**config.mk**
```make
export PLATFORM = sky130hd
export DESIGN_NAME = tcp_timewait_retrans_timer_table_unit
export DESIGN_NICKNAME = d
export VERILOG_FILES = /design/src/rtl/ttt_pkg.sv /design/src/rtl/ttt_ram.sv /design/src/rtl/ttt_upd.sv /design/src/rtl/ttt_evq.sv /design/src/rtl/ttt_ctrl.sv /design/src/rtl/tcp_timewait_retrans_timer_table_unit.sv
export SDC_FILE = /design/constraint.sdc
export NUM_CORES = 1
export LEC_CHECK = 0
export ABC_CLOCK_PERIOD_IN_PS = 4820
export BUFFER_PORTS_ARGS = -buffer_cell sky130_fd_sc_hd__buf_2
export CORE_UTILIZATION = 63
export CTS_CLUSTER_DIAMETER = 150
export DETAILED_ROUTE_END_ITERATION = 8
export GPL_ROUTABILITY_DRIVEN = 0
export HOLD_SLACK_MARGIN = 0.1
export PLACE_DENSITY_LB_ADDON = 0.08
export SLEW_MARGIN = 40
export SYNTH_ARGS = -nofsm -noshare
export SYNTH_HDL_FRONTEND = slang
export SYNTH_SLANG_ARGS = --single-unit
```
**constraint.sdc**
```tcl
create_clock -name i_clk -period 4.82 [get_ports i_clk]
set_input_delay 0.964 -clock i_clk [delete_from_list [all_inputs] [get_ports i_clk]]
set_output_delay 0.964 -clock i_clk [all_outputs]
set_load 0.02 [all_outputs]
```
**src/rtl/ttt_pkg.sv**
```systemverilog
// shared types and constants for the tcp time-wait / retransmit timer table
// no dependencies
package ttt_pkg;

    localparam int NUM_SLOTS   = 16;
    localparam int ADDR_W      = (NUM_SLOTS > 1) ? $clog2(NUM_SLOTS) : 1;
    localparam int SLOT_W      = 4;
    localparam int TW_W        = 16;
    localparam int RT_REM_W    = 16;
    localparam int RT_BASE_W   = 12;
    localparam int RETRY_W     = 2;

    localparam int S_DATA_W    = 8;
    localparam int M_DATA_W    = 8;
    localparam int CFG_IDX_W   = 2;
    localparam int CFG_DATA_W  = 16;

    localparam int EVQ_DEPTH   = 8;
    localparam int EVQ_PTR_W   = $clog2(EVQ_DEPTH);
    localparam int EVQ_CNT_W   = $clog2(EVQ_DEPTH + 1);

    localparam logic [TW_W-1:0]      TW_TICKS_RST  = TW_W'(60);
    localparam logic [RT_BASE_W-1:0] RT_BASE_RST   = RT_BASE_W'(2);
    localparam logic [RETRY_W-1:0]   MAX_RETRY_RST = RETRY_W'(3);

    typedef enum logic [1:0] {
        REQ_TICK      = 2'd0,
        REQ_ARM_TW    = 2'd1,
        REQ_ARM_RT    = 2'd2,
        REQ_CANCEL_RT = 2'd3
    } t_req;

    typedef enum logic [1:0] {
        EV_END     = 2'd0,
        EV_RELEASE = 2'd1,
        EV_CLOSE   = 2'd2,
        EV_RESEND  = 2'd3
    } t_ev_kind;

    typedef enum logic [CFG_IDX_W-1:0] {
        CFG_TIMEWAIT  = 2'd0,
        CFG_RT_BASE   = 2'd1,
        CFG_MAX_RETRY = 2'd2
    } t_cfg_idx;

    typedef struct packed {
        logic [TW_W-1:0]      tw_ticks;
        logic [RT_BASE_W-1:0] rt_base;
        logic [RETRY_W-1:0]   max_retry;
    } t_cfg;

    typedef struct packed {
        logic            act;
        logic [TW_W-1:0] rem;
    } t_tw_ent;

    typedef struct packed {
        logic                act;
        logic [RT_REM_W-1:0] rem;
        logic [RETRY_W-1:0]  retries;
    } t_rt_ent;

    typedef struct packed {
        t_ev_kind          kind;
        logic [SLOT_W-1:0] slot;
        logic              last;
    } t_event;

    // up to two items per cycle, second one only lands after the first
    typedef struct packed {
        logic   v0;
        t_event e0;
        logic   v1;
        t_event e1;
    } t_evq_push;

endpackage

```
**src/rtl/ttt_ram.sv**
```systemverilog
// generic single write port, single read port ram with registered read data
// no dependencies
module ttt_ram #(
    parameter int DEPTH = 16,
    parameter int WIDTH = 8
) (
    input  logic                                   i_clk,
    input  logic                                   i_we,
    input  logic [((DEPTH > 1) ? $clog2(DEPTH) : 1)-1:0] i_waddr,
    input  logic [WIDTH-1:0]                       i_wdata,
    input  logic [((DEPTH > 1) ? $clog2(DEPTH) : 1)-1:0] i_raddr,
    output logic [WIDTH-1:0]                       o_rdata
);

    logic [WIDTH-1:0] mem [DEPTH];

    always_ff @(posedge i_clk) begin
        if (i_we) begin
            mem[i_waddr] <= i_wdata;
        end
        o_rdata <= mem[i_raddr];
    end

endmodule

```
**src/rtl/ttt_upd.sv**
```systemverilog
// per-slot timer update: count down both timers of one entry, flag expiries
// depends on ttt_pkg
module ttt_upd
    import ttt_pkg::*;
(
    input  t_tw_ent i_tw,
    input  t_rt_ent i_rt,
    input  t_cfg    i_cfg,
    output t_tw_ent o_tw,
    output t_rt_ent o_rt,
    output logic    o_release,
    output logic    o_rt_event,
    output logic    o_close
);

    logic tw_exp;
    logic rt_exp;

    always_comb begin
        tw_exp = i_tw.act && (i_tw.rem <= TW_W'(1));
        rt_exp = i_rt.act && (i_rt.rem <= RT_REM_W'(1));

        o_tw = i_tw;
        if (tw_exp) begin
            o_tw = '0;
        end else if (i_tw.act) begin
            o_tw.rem = i_tw.rem - TW_W'(1);
        end

        o_close    = rt_exp && (i_rt.retries >= i_cfg.max_retry);
        o_rt_event = rt_exp;
        o_release  = tw_exp;

        o_rt = i_rt;
        if (rt_exp) begin
            if (o_close) begin
                o_rt.act = 1'b0;
                o_rt.rem = '0;
            end else begin
                // backoff: base doubled once per retry already made
                o_rt.rem     = RT_REM_W'(i_cfg.rt_base) << i_rt.retries;
                o_rt.retries = i_rt.retries + RETRY_W'(1);
            end
        end else if (i_rt.act) begin
            o_rt.rem = i_rt.rem - RT_REM_W'(1);
        end
    end

endmodule

```
**src/rtl/ttt_evq.sv**
```systemverilog
// event queue between the slot scan and the output stream
// depends on ttt_pkg
module ttt_evq
    import ttt_pkg::*;
(
    input  logic                 i_clk,
    input  logic                 i_rst_n,
    input  t_evq_push            i_push,
    output logic [EVQ_CNT_W-1:0] o_count,
    output logic                 o_valid,
    input  logic                 i_ready,
    output t_event               o_event
);

    t_event               r_mem [EVQ_DEPTH];
    logic [EVQ_PTR_W-1:0] r_wp;
    logic [EVQ_PTR_W-1:0] r_rp;
    logic [EVQ_CNT_W-1:0] r_count;
    logic [EVQ_PTR_W-1:0] wa1;
    logic                 pop;

    assign pop     = o_valid && i_ready;
    assign o_valid = (r_count != '0);
    assign o_event = r_mem[r_rp];
    assign o_count = r_count;
    assign wa1     = r_wp + EVQ_PTR_W'(i_push.v0);

    always_ff @(posedge i_clk) begin
        if (i_push.v0) begin
            r_mem[r_wp] <= i_push.e0;
        end
        if (i_push.v1) begin
            r_mem[wa1] <= i_push.e1;
        end
    end

    always_ff @(posedge i_clk) begin
        if (!i_rst_n) begin
            r_wp    <= '0;
            r_rp    <= '0;
            r_count <= '0;
        end else begin
            r_wp    <= r_wp + EVQ_PTR_W'(i_push.v0) + EVQ_PTR_W'(i_push.v1);
            r_rp    <= r_rp + EVQ_PTR_W'(pop);
            r_count <= r_count + EVQ_CNT_W'(i_push.v0) + EVQ_CNT_W'(i_push.v1)
                       - EVQ_CNT_W'(pop);
        end
    end

endmodule

```
**src/rtl/ttt_ctrl.sv**
```systemverilog
// request handling and slot scan: owns the two timer memories and their
// read-modify-write pipeline; depends on ttt_pkg, ttt_ram, ttt_upd
module ttt_ctrl
    import ttt_pkg::*;
(
    input  logic                 i_clk,
    input  logic                 i_rst_n,
    input  t_cfg                 i_cfg,
    input  logic                 i_req_valid,
    output logic                 o_req_ready,
    input  t_req                 i_req,
    input  logic [SLOT_W-1:0]    i_slot,
    input  logic [EVQ_CNT_W-1:0] i_evq_count,
    output t_evq_push            o_push
);

    typedef enum logic [1:0] {
        S_IDLE,
        S_SCAN,
        S_FLUSH
    } t_state;

    t_state                r_state;
    logic [ADDR_W-1:0]     r_scan;
    logic                  r_pend;
    logic [ADDR_W-1:0]     r_pend_addr;
    logic                  r_pend_twv;
    logic                  r_pend_rtv;
    logic [NUM_SLOTS-1:0]  r_tw_vld;
    logic [NUM_SLOTS-1:0]  r_rt_vld;

    logic                  tw_we;
    logic                  rt_we;
    logic [ADDR_W-1:0]     wr_addr;
    t_tw_ent               tw_wdata;
    t_rt_ent               rt_wdata;
    logic [$bits(t_tw_ent)-1:0] tw_rdata;
    logic [$bits(t_rt_ent)-1:0] rt_rdata;
    t_tw_ent               tw_cur;
    t_rt_ent               rt_cur;
    t_tw_ent               tw_nxt;
    t_rt_ent               rt_nxt;
    logic                  rel;
    logic                  rt_ev;
    logic                  close;
    logic                  req_acc;
    logic                  req_ok;
    logic                  issue;
    logic                  push_end;

    ttt_ram #(.DEPTH(NUM_SLOTS), .WIDTH($bits(t_tw_ent))) u_tw_ram (
        .i_clk   (i_clk),
        .i_we    (tw_we),
        .i_waddr (wr_addr),
        .i_wdata (tw_wdata),
        .i_raddr (r_scan),
        .o_rdata (tw_rdata)
    );

    ttt_ram #(.DEPTH(NUM_SLOTS), .WIDTH($bits(t_rt_ent))) u_rt_ram (
        .i_clk   (i_clk),
        .i_we    (rt_we),
        .i_waddr (wr_addr),
        .i_wdata (rt_wdata),
        .i_raddr (r_scan),
        .o_rdata (rt_rdata)
    );

    // entries never written read as idle timers
    assign tw_cur = r_pend_twv ? t_tw_ent'(tw_rdata) : '0;
    assign rt_cur = r_pend_rtv ? t_rt_ent'(rt_rdata) : '0;

    ttt_upd u_upd (
        .i_tw       (tw_cur),
        .i_rt       (rt_cur),
        .i_cfg      (i_cfg),
        .o_tw       (tw_nxt),
        .o_rt       (rt_nxt),
        .o_release  (rel),
        .o_rt_event (rt_ev),
        .o_close    (close)
    );

    assign o_req_ready = (r_state == S_IDLE);
    assign req_acc     = i_req_valid && o_req_ready;
    assign req_ok      = req_acc && (i_req != REQ_TICK) && (int'(i_slot) < NUM_SLOTS);

    // a read may only go out if both it and the one in flight fit in the queue
    assign issue    = (r_state == S_SCAN)
                      && (int'(i_evq_count) + (r_pend ? 2 : 0) <= EVQ_DEPTH - 2);
    assign push_end = (r_state == S_FLUSH) && !r_pend
                      && (int'(i_evq_count) <= EVQ_DEPTH - 1);

    always_comb begin
        tw_we    = 1'b0;
        rt_we    = 1'b0;
        wr_addr  = r_pend_addr;
        tw_wdata = tw_nxt;
        rt_wdata = rt_nxt;
        o_push   = '0;

        if (r_pend) begin
            tw_we          = 1'b1;
            rt_we          = 1'b1;
            o_push.v0      = rel;
            o_push.e0.kind = EV_RELEASE;
            o_push.e0.slot = SLOT_W'(r_pend_addr);
            o_push.e0.last = 1'b0;
            o_push.v1      = rt_ev;
            o_push.e1.kind = close ? EV_CLOSE : EV_RESEND;
            o_push.e1.slot = SLOT_W'(r_pend_addr);
            o_push.e1.last = 1'b0;
        end else if (req_ok) begin
            wr_addr = i_slot[ADDR_W-1:0];
            unique case (i_req)
                REQ_ARM_TW: begin
                    tw_we        = 1'b1;
                    tw_wdata.act = 1'b1;
                    tw_wdata.rem = i_cfg.tw_ticks;
                end
                REQ_ARM_RT: begin
                    rt_we            = 1'b1;
                    rt_wdata.act     = 1'b1;
                    rt_wdata.rem     = RT_REM_W'(i_cfg.rt_base);
                    rt_wdata.retries = '0;
                end
                REQ_CANCEL_RT: begin
                    rt_we    = 1'b1;
                    rt_wdata = '0;
                end
                REQ_TICK: begin
                end
            endcase
        end else if (push_end) begin
            o_push.v0      = 1'b1;
            o_push.e0.kind = EV_END;
            o_push.e0.slot = '0;
            o_push.e0.last = 1'b1;
        end
    end

    always_ff @(posedge i_clk) begin
        if (!i_rst_n) begin
            r_state     <= S_IDLE;
            r_scan      <= '0;
            r_pend      <= 1'b0;
            r_pend_addr <= '0;
            r_pend_twv  <= 1'b0;
            r_pend_rtv  <= 1'b0;
            r_tw_vld    <= '0;
            r_rt_vld    <= '0;
        end else begin
            if (tw_we) begin
                r_tw_vld[wr_addr] <= 1'b1;
            end
            if (rt_we) begin
                r_rt_vld[wr_addr] <= 1'b1;
            end

            r_pend <= issue;
            if (issue) begin
                r_pend_addr <= r_scan;
                r_pend_twv  <= r_tw_vld[r_scan];
                r_pend_rtv  <= r_rt_vld[r_scan];
            end

            unique case (r_state)
                S_IDLE: begin
                    if (req_acc && (i_req == REQ_TICK)) begin
                        r_scan  <= '0;
                        r_state <= S_SCAN;
                    end
                end
                S_SCAN: begin
                    if (issue) begin
                        if (r_scan == ADDR_W'(NUM_SLOTS - 1)) begin
                            r_state <= S_FLUSH;
                        end else begin
                            r_scan <= r_scan + ADDR_W'(1);
                        end
                    end
                end
                S_FLUSH: begin
                    if (push_end) begin
                        r_state <= S_IDLE;
                    end
                end
                default: begin
                    r_state <= S_IDLE;
                end
            endcase
        end
    end

endmodule

```
**src/rtl/tcp_timewait_retrans_timer_table_unit.sv**
```systemverilog
// Per-socket time-wait and retransmit timer table. Arm and cancel requests are taken
// while no scan runs. A tick request walks all NUM_SLOTS slots through the timer memories,
// one slot per cycle while the eight-entry event queue has room, over the single read port
// with a read-modify-write, then emits an end-of-scan item with tlast set; s_axis_tready
// stays low from the tick until that item is queued. A slot can queue two items while the
// output drains one per cycle when m_axis_tready is high, so the scan waits for room
// whenever items pile up, from many slots expiring in one tick or from m_axis_tready
// stalls; a tick that expires both timers of every slot keeps the input closed while its
// items drain. Release, close and resend items come out in slot order, release before the
// retransmit item of the same slot. No clearing pass is needed after reset.
// depends on ttt_pkg, ttt_ctrl, ttt_evq
module tcp_timewait_retrans_timer_table_unit
    import ttt_pkg::*;
(
    input  logic                  i_clk,
    input  logic                  i_rst_n,

    input  logic                  i_cfg_we,
    input  logic [CFG_IDX_W-1:0]  i_cfg_idx,
    input  logic [CFG_DATA_W-1:0] i_cfg_wdata,

    input  logic                  s_axis_tvalid,
    output logic                  s_axis_tready,
    input  logic [S_DATA_W-1:0]   s_axis_tdata,   // [3:0] socket_slot, rest zero
    input  logic [1:0]            s_axis_tuser,   // [1:0] req_type

    output logic                  m_axis_tvalid,
    input  logic                  m_axis_tready,
    output logic [M_DATA_W-1:0]   m_axis_tdata,   // [3:0] event_slot, rest zero
    output logic [1:0]            m_axis_tuser,   // [1:0] event_kind
    output logic                  m_axis_tlast
);

    t_cfg                 r_cfg;
    t_evq_push            push;
    logic [EVQ_CNT_W-1:0] evq_count;
    t_event               evq_out;

    always_ff @(posedge i_clk) begin
        if (!i_rst_n) begin
            r_cfg.tw_ticks  <= TW_TICKS_RST;
            r_cfg.rt_base   <= RT_BASE_RST;
            r_cfg.max_retry <= MAX_RETRY_RST;
        end else if (i_cfg_we) begin
            unique case (i_cfg_idx)
                CFG_TIMEWAIT:  r_cfg.tw_ticks  <= i_cfg_wdata[TW_W-1:0];
                CFG_RT_BASE:   r_cfg.rt_base   <= i_cfg_wdata[RT_BASE_W-1:0];
                CFG_MAX_RETRY: r_cfg.max_retry <= i_cfg_wdata[RETRY_W-1:0];
                default: begin
                end
            endcase
        end
    end

    ttt_ctrl u_ctrl (
        .i_clk       (i_clk),
        .i_rst_n     (i_rst_n),
        .i_cfg       (r_cfg),
        .i_req_valid (s_axis_tvalid),
        .o_req_ready (s_axis_tready),
        .i_req       (t_req'(s_axis_tuser)),
        .i_slot      (s_axis_tdata[SLOT_W-1:0]),
        .i_evq_count (evq_count),
        .o_push      (push)
    );

    ttt_evq u_evq (
        .i_clk   (i_clk),
        .i_rst_n (i_rst_n),
        .i_push  (push),
        .o_count (evq_count),
        .o_valid (m_axis_tvalid),
        .i_ready (m_axis_tready),
        .o_event (evq_out)
    );

    assign m_axis_tdata = {{(M_DATA_W - SLOT_W){1'b0}}, evq_out.slot};
    assign m_axis_tuser = evq_out.kind;
    assign m_axis_tlast = evq_out.last;

endmodule

```
==> results of run 1 <==
-- cells in the mapped netlist (all sizes together), types with 13 or more instances --
cell    count  area share, %
mux2i      24           0.78
nand2     149            1.8
nor3       19           0.40
buf        32           0.58
nor2      101            1.2
inv        25           0.31
xor2       16           0.46
a21boi     29           0.71
a21oi      37           0.65
nand3      18           0.29
clkbuf     60           0.73
o21ai      39           0.66
nor4       17           0.70
dfxtp     129            8.4
o31ai      13           0.32
ha         21           0.86
mux4      202             15
edfxtp    624             61
and2       13           0.27
o21a       32           0.78
-- flip-flops by register name, indices dropped and copies added, names as in the netlist --
register and flops:
u_ctrl.r_state 2, u_ctrl.u_tw_ram.o_rdata 17, u_ctrl.r_pend_addr 4, u_evq.r_mem 56, u_ctrl.r_pend_twv 1, u_ctrl.r_rt_vld 16, u_evq.r_wp 3, r_cfg 30
u_ctrl.r_scan 4, u_ctrl.r_tw_vld 16, u_ctrl.r_pend_rtv 1, u_evq.o_count 4, u_ctrl.u_rt_ram.mem 304, u_ctrl.r_pend 1, u_ctrl.u_rt_ram.o_rdata 19, u_ctrl.u_tw_ram.mem 272
u_evq.r_rp 3
-- layout make-up --
cell class              count  area share, %
flip-flops and latches    753           61.9
multi-input cells         880           26.2
clock buffers             100           6.11
inverters                  25          0.272
well taps                 615           2.23
repair buffers            108           2.19
clock inverters            37           1.06
-- worst max path at each step --
| stage | start | end | slack [ps] | cells past startpoint |
|---|---|---|---|---|
| after global routing | u_ctrl.r_pend_twv | u_evq.r_mem[4][3] | 690 | 12 |
| after detailed placement | u_ctrl.r_pend_twv | u_evq.r_mem[5][4] | 1070 | 13 |
| after floorplan | u_ctrl.r_pend_twv | u_evq.r_mem[4][1] | 1360 | 14 |
| after CTS | u_ctrl.r_pend_twv | u_evq.r_mem[5][6] | 1010 | 13 |
| after global placement | s_axis_tvalid | u_ctrl.u_tw_ram.mem[7][3] | 1050 | 6 |
| final | u_ctrl.r_pend_twv | u_evq.r_mem[4][2] | 990 | 12 |
-- power by group through the flow --
stage	Combinational (uW)	Sequential (uW)	Clock [uW]
floorplan	686	7270	0
global placement	831	7350	0
detailed placement	852	7350	0
CTS	859	7220	5890
global route	932	7230	6110
finish	850	7220	5810
-- cells in the final DEF, fill, tap and decap left out, types with 34 or more instances in the layout --
cell type | synthesis | layout
edfxtp_1 | 624 | 624
nor2_1 | 100 | 67
nor2_2 | 1 | 34
buf_4 | 4 | 68
dfxtp_1 | 129 | 124
nand2_1 | 149 | 149
o21ai_0 | 35 | 34
buf_2 | 23 | 37
mux4_2 | 202 | 202
clkbuf_16 | 0 | 79
-- stage by stage --
step           std cells  total power (uW)
5_1_grt             2518             14300
4_1_cts             2518             14000
3_3_place_gp        2381              8180
6_report            2518             13900
2_1_floorplan       1750              7960
3_5_place_dp        2381              8210
-- cell families after synthesis --
kind of cell,share of synthesized area (%)
AO/OA/AOI/OAI,4.71
flip-flops,69.5
adder cells (fa/ha/maj),0.987
buffers and inverters,1.62
multiplexers,16.0
other,0.0122
XOR/XNOR,0.799
AND/OR/NAND/NOR,6.37
-- layer usage --
metal / global-route usage (%) / share of wire (%) / routed length [um]
met5: 0 / 0 / 0
met2: 44.4 / 48 / 32700
met4: 9.74 / 2.6 / 1730
met1: 41.1 / 42 / 28700
met3: 4.54 / 7.0 / 4780
-- worst max-delay path: cells and delay by family, from the launching register on --
kind | cells | cell delay, ps
AOI/OAI and AO/OA | 2 | 500
xor gates and xnor gates | 1 | 370
adders and majority gates | 3 | 730
buffers and inverters | 1 | 190
DFF | 1 | 570
and+or+nand+nor | 5 | 1140
==> impl_summary.txt, run 1 <==
----------------------------------------------------
[Status]
  Run status ... finished clean

[Power and ir drop]
  Worst ir drop on vdd ... 0.367 mV
  Proportion of power drawn by flip-flops and latches ... around 52%
  Switching share of power ... a little over a fifth
  Part of the total power dissipated in the clock network ... 41.9%
  Switching power summed over all nets ... 2930 uW
  Cell internal pwr ... 10900 uW
  Pwr dens ... 403 nW/um2
  Combinational fraction of design power ... 6.1%
  Standby leakage power ... 0.0113 uW

[Critical path]
  Crit path arrival time ... 4120 ps
  CP cell instances ... nand2_1 -> ha_1 -> nor2_1 -> nor3_2 -> a31o_1 -> buf_4 -> ha_1 -> ha_1 -> xor2_1 -> nand3_1 -> nor3_1 -> a21o_1
  Startpoint Class ... flip-flop
  Required time at the worst-slack endpoint ... 5110 ps
  Worst flop-to-flop path endpoint ... u_evq.r_mem[4][2]
  Number of cells traversed by the worst register-to-register path ... 12
  FF-to-FF setup slack ... 990 ps
  Maximum single-stage delay on the critical path ... between 500 and 600 ps
  Critical setup path kind ... reg2reg
  Origin of the critical flop-to-flop path ... u_ctrl.r_pend_twv
  Crit-path max FO ... 11
  Worst setup EP type ... flip-flop
  Critical path's most frequent cell ... ha_1
  Cell with the largest stage delay on the worst path ... dfxtp_1

[CTS]
  Number of buffers added to fix hold violations after cts ... 0
  CTS tree ... built
  Number of H-tree levels ... 3
  Clock sink total ... 753
  Source-to-sink clock delay at the later pin of the worst-skew pair ... 610 ps
  Cts bufs inserted ... between 70 and 80
  Number of instances resized during post-cts repair ... 0
  Setup repair bufs after CTS ... 0
  Post-CTS clock slew at the launch and capture registers of the worst setup and hold paths ... 60 ps
  Master cell of the clock root buffer ... clkbuf_16
  Longest Clk Path Bufs ... 3

[STA]
  Relative max-transition margin ... 44.6%
  Peak clock frequency supported by timing ... between 200 and 300 MHz
  Final number of max-transition violations ... 0
  Final count of hold timing violations ... 0
  Final setup skew ... 14.3 ps
  RSZ-0062 raised after global routing ... no
  Tcrit/Tclk final ... about four fifths
  Tmin final ... roughly 3800 ps
  Setup-failing EPs final ... 0
  Transition time at the pin with the least slew margin ... 831 ps
  Setup TNS ... 0 ps
  Worst hold slack after final layout ... ~460 ps
  Setup WS post-layout ... about 990 ps

[Finish]
  Ratio of cells with drive above 1 in the final layout ... 27.1%
  Final net count ... 1899
  Number of fillers in the final layout ... 2934
  P&R area growth vs syn ... 12.3%
  Core Util, Final ... 72.0%
  # diodes ... 0
  Final non-filler cell area ... between 30000 and 40000 um2
  Area of combinational cells with multiple inputs ... 9030 um2
  Sequential cell area ... around 21000 um2

[Logic synthesis]
  Proportion of synthesized chip area in sequential cells ... 69.5%
  Number of register bits inferred by synthesis ... 753
  Post-synthesis cell area ... 30700 um2
  Number of flops mapped to enable cells by yosys ... 624
  Proportion of synthesized flip-flops having asynchronous set or reset ... 0%
  Number of synthesis warnings ... 0
  Number of unique standard cell types used by synthesis ... 74
  Count of mapped cells out of synthesis ... 1747
  Main flop type after synthesis ... edfxtp_1
  Average instance area after synthesis ... 17.6 um2

[Global routing]
  Number of antenna violations at the first check in global routing ... 0
  Pin count of the biggest net entering global routing ... 61
  Combined global-route utilization of all metal layers ... 28.3%
  First-pass GRT wire length ... 102000 um
  Via count of the first global-routing pass ... 16.6k
  Overflow after GRT ... 0

[Placed design]
  Post-DP Area ... 32000 um2
  Sum of net half-perimeters after detailed placement ... 39400 um
  Port bufs ... 37
  Setup WS pre-CTS ... ~1100 ps

[Die]
  Die H ... 223 um
  Starting Density ... 64.1%
  Area of the core region ... approximately 48000 um2
  Width of the chip ... 223 um
  Die area ... 49600 um2
  Placement row count ... 80
  Boundary pin count ... 46

[Drt]
  Total number of vias ... 16.6k
  Residual DRC ... 0
  Violation count after the first detailed-route iteration ... between 1.5k and 2k
  Detailed-routing iteration count for the pre-antenna-repair pass ... 5
  DR vias/cell ... 6.58
  Routed length per instance ... roughly 27 um
  Final wirelength ... 67800 um
  Antenna viol nets, final ... 0

[Run]
  Maximum capacitance violations ... 0

[Min path]
  Min-Delay Startpoint ... u_ctrl.r_tw_vld[0]
  Worst hold path endpoint ... u_ctrl.r_tw_vld[0]
  Number of stages on the worst hold path ... 1
  Class of the most critical hold timing path ... reg2reg

----------------------------------------------------
Power figures use the tool's default switching activity.
==> run 2, diff against run 1 <==
--- a/config.mk
+++ b/config.mk
@@ -5,9 +5,9 @@
 export SDC_FILE = /design/constraint.sdc
 export NUM_CORES = 1
 export LEC_CHECK = 0
-export ABC_CLOCK_PERIOD_IN_PS = 4820
+export ABC_CLOCK_PERIOD_IN_PS = 3450
 export BUFFER_PORTS_ARGS = -buffer_cell sky130_fd_sc_hd__buf_2
-export CORE_UTILIZATION = 63
+export CORE_UTILIZATION = 57
 export CTS_CLUSTER_DIAMETER = 150
 export DETAILED_ROUTE_END_ITERATION = 8
 export GPL_ROUTABILITY_DRIVEN = 0
==> constraint.sdc (replaced) <==
create_clock -name i_clk -period 3.45 [get_ports i_clk]
set_input_delay 0.69 -clock i_clk [delete_from_list [all_inputs] [get_ports i_clk]]
set_output_delay 0.69 -clock i_clk [all_outputs]
set_load 0.02 [all_outputs]
==> run 2 against run 1 <==
- the flow now finishes with violations (DRC)
- cell count is 4.6% higher
- worst setup slack lost 840 ps
- sequential power grew 39%
- via count rose by 0.15%
- total power is 39% higher
- maximum frequency increased by 16%
- clock power up 38%
- die area up 10%
- critical path type unchanged
==> impl_summary.txt, run 2 (same netlist as run 1, synthesis figures left out) <==
----------------------------------------------------
[Critical path]
  Worst setup EP type ... flip-flop
  Required time at the worst-slack endpoint ... ~4000 ps
  Crit-path max FO ... 5
  Crit path arrival time ... ~3800 ps
  Startpoint Class ... flip-flop
  Critical setup path kind ... reg2reg

[CTS]
  Cts bufs inserted ... 77
  Master cell of the clock root buffer ... clkbuf_16
  Clock sink total ... around 750
  Number of buffers added to fix hold violations after cts ... 0
  CTS tree ... built
  Number of H-tree levels ... 3
  Post-CTS clock slew at the launch and capture registers of the worst setup and hold paths ... 60 ps
  Longest Clk Path Bufs ... 3
  Source-to-sink clock delay at the later pin of the worst-skew pair ... 610 ps

[Die]
  Placement row count ... 84
  Area of the core region ... 52900 um2
  Starting Density ... approximately 58%
  Width of the chip ... ~230 um
  Die area ... between 50000 and 60000 um2
  Boundary pin count ... 46
  Die H ... 234 um

[Finish]
  P&R area growth vs syn ... 14.3%
  Final non-filler cell area ... 35100 um2
  Number of fillers in the final layout ... ~3.5k
  Commonest non-fill, non-tap cell in the layout ... edfxtp_1
  # diodes ... 0
  Commonest cells after routing, fill and taps aside ... 624 x edfxtp_1, 202 x mux4_2, 149 x nand2_1
  Ratio of cells with drive above 1 in the final layout ... 28.4%
  Largest registers ranked by flip-flop count ... u_ctrl.u_rt_ram.mem: 304 flops, u_ctrl.u_tw_ram.mem: 272 flops, u_evq.r_mem: 56 flops
  Number of flip-flops in the largest register ... 304
  Final net count ... a little under 2k
  Top reg by flops ... u_ctrl.u_rt_ram.mem
  Number of cells in the finished layout apart from fillers ... 2633

[Placed design]
  Port bufs ... 37
  Post-DP Area ... 32600 um2
  Sum of net half-perimeters after detailed placement ... 41400 um
  Instance count after placement with tap cells included ... 2488

[Drt]
  Routed length per instance ... around 26 um
  DR vias/cell ... 6.30
  Antenna viol nets, final ... 0
  Final wirelength ... 69000 um
  Violation count after the first detailed-route iteration ... 1578
  Total number of vias ... 16.6k
  Residual DRC ... 4
  Detailed-routing iteration count for the pre-antenna-repair pass ... 8

[Power and ir drop]
  Total power after layout ... 19300 uW
  Standby leakage power ... between 0.01 and 0.015 uW
  Pwr dens ... 551 nW/um2
  Worst ir drop on vdd ... 0.473 mV

[Run]
  Maximum capacitance violations ... 0

[STA]
  Tcrit/Tclk final ... between 90% and 100%
  Final setup skew ... 18.9 ps
  Final count of hold timing violations ... 0
  Final number of max-transition violations ... 0
  Relative max-transition margin ... roughly 47%
  RSZ-0062 raised after global routing ... no
  Transition time at the pin with the least slew margin ... 794 ps
  Tmin final ... 3310 ps
  Setup TNS ... 0 ps
  Setup-failing EPs final ... 0
  Peak clock frequency supported by timing ... 303 MHz

[Global routing]
  First-pass GRT wire length ... 103000 um
  Overflow after GRT ... 0
  Via count of the first global-routing pass ... 16.4k
  Number of antenna violations at the first check in global routing ... 0
  Combined global-route utilization of all metal layers ... 26.1%
  Pin count of the biggest net entering global routing ... 50

[Status]
  Failing checks ... DRC
  Run status ... complete, but fails checks

[Min path]
  Class of the most critical hold timing path ... in2reg

----------------------------------------------------
==> run 2: cell types whose count changed in the layout (fill, tap and decap cells not counted), sizes merged <==
cell      delta
buf         +36
bufinv       -3
clkbuf      +13
clkinv       -3
clkinvlp     -2
inv          +1
==> run 2: worst max-delay path, cell delays in order, from the launching register on <==
cell and delay (ps):
dfxtp_1 330, or4_1 580, nor3_2 310, a31o_1 240
ha_1 190, ha_1 250, xnor2_1 190, nand3_2 200
nor4_4 270, buf_4 190, mux2_2 320, nor2_1 80
==> run 2: per-layer routing <==
layer	wire length (um)	track usage (%)	vias to the layer above	share of wire, %
met4	1440	6.94	0	2.1
li1	-	-	7239	-
met3	4600	4.33	105	6.7
met1	29400	38.1	8654	43
met5	0	0	-	0
met2	33600	41.1	594	49
==> run 2: cell type report <==
| type | instances | area [um2] | area share, % |
|---|---|---|---|
| Sequential cell | 753 | 21300 | 60.8 |
| Clock inverter | 30 | 285 | 0.814 |
| Inverter | 25 | 93.8 | 0.268 |
| Tap cell | 688 | 861 | 2.46 |
| Timing Repair Buffer | 144 | 1290 | 3.68 |
| Clock buffer | 113 | 2160 | 6.17 |
| Multi-Input combinational cell | 880 | 9030 | 25.8 |
==> run 2: timing repair <==
action,CTS,global route
gates resized for setup,0,8
endpoints found under the setup margin,0,35
buffers inserted,0,2
endpoints found under the hold margin,0,0
==> run 2: metrics by stage <==
stage / setup WS (ps) / util, % / hold WS (ps)
floorplan: 0.806 / - / 429
global placement: 103 / 61.5 / 441
detailed placement: 51.9 / 61.6 / 449
CTS: 27.8 / 66.2 / 320
global route: 20.6 / 66.3 / 331
finish: 145 / 66.3 / 348
==> run 2: report_power, final <==
| part | leakage, uW | total (uW) | switching (uW) | internal [uW] |
|---|---|---|---|---|
| Sequential | 0.00692 | 10000 | 128 | 9890 |
| Combinational | 0.00341 | 1300 | 679 | 617 |
| Clock | 0.00119 | 8010 | 3340 | 4680 |
| Total | 0.0115 | 19300 | 4140 | 15200 |
==> run 2: worst paths after layout <==
check                                   from             endpoint  slack, ps  cells past startpoint
setup / recovery  u_ctrl.u_tw_ram.o_rdata[9]    u_evq.r_mem[1][5]        140                     11
hold / removal               i_cfg_wdata[13]            r_cfg[27]        350                      3
setup reg to reg  u_ctrl.u_tw_ram.o_rdata[9]    u_evq.r_mem[1][5]        140                     11
hold reg to reg          u_ctrl.r_tw_vld[14]  u_ctrl.r_tw_vld[14]        460                      1
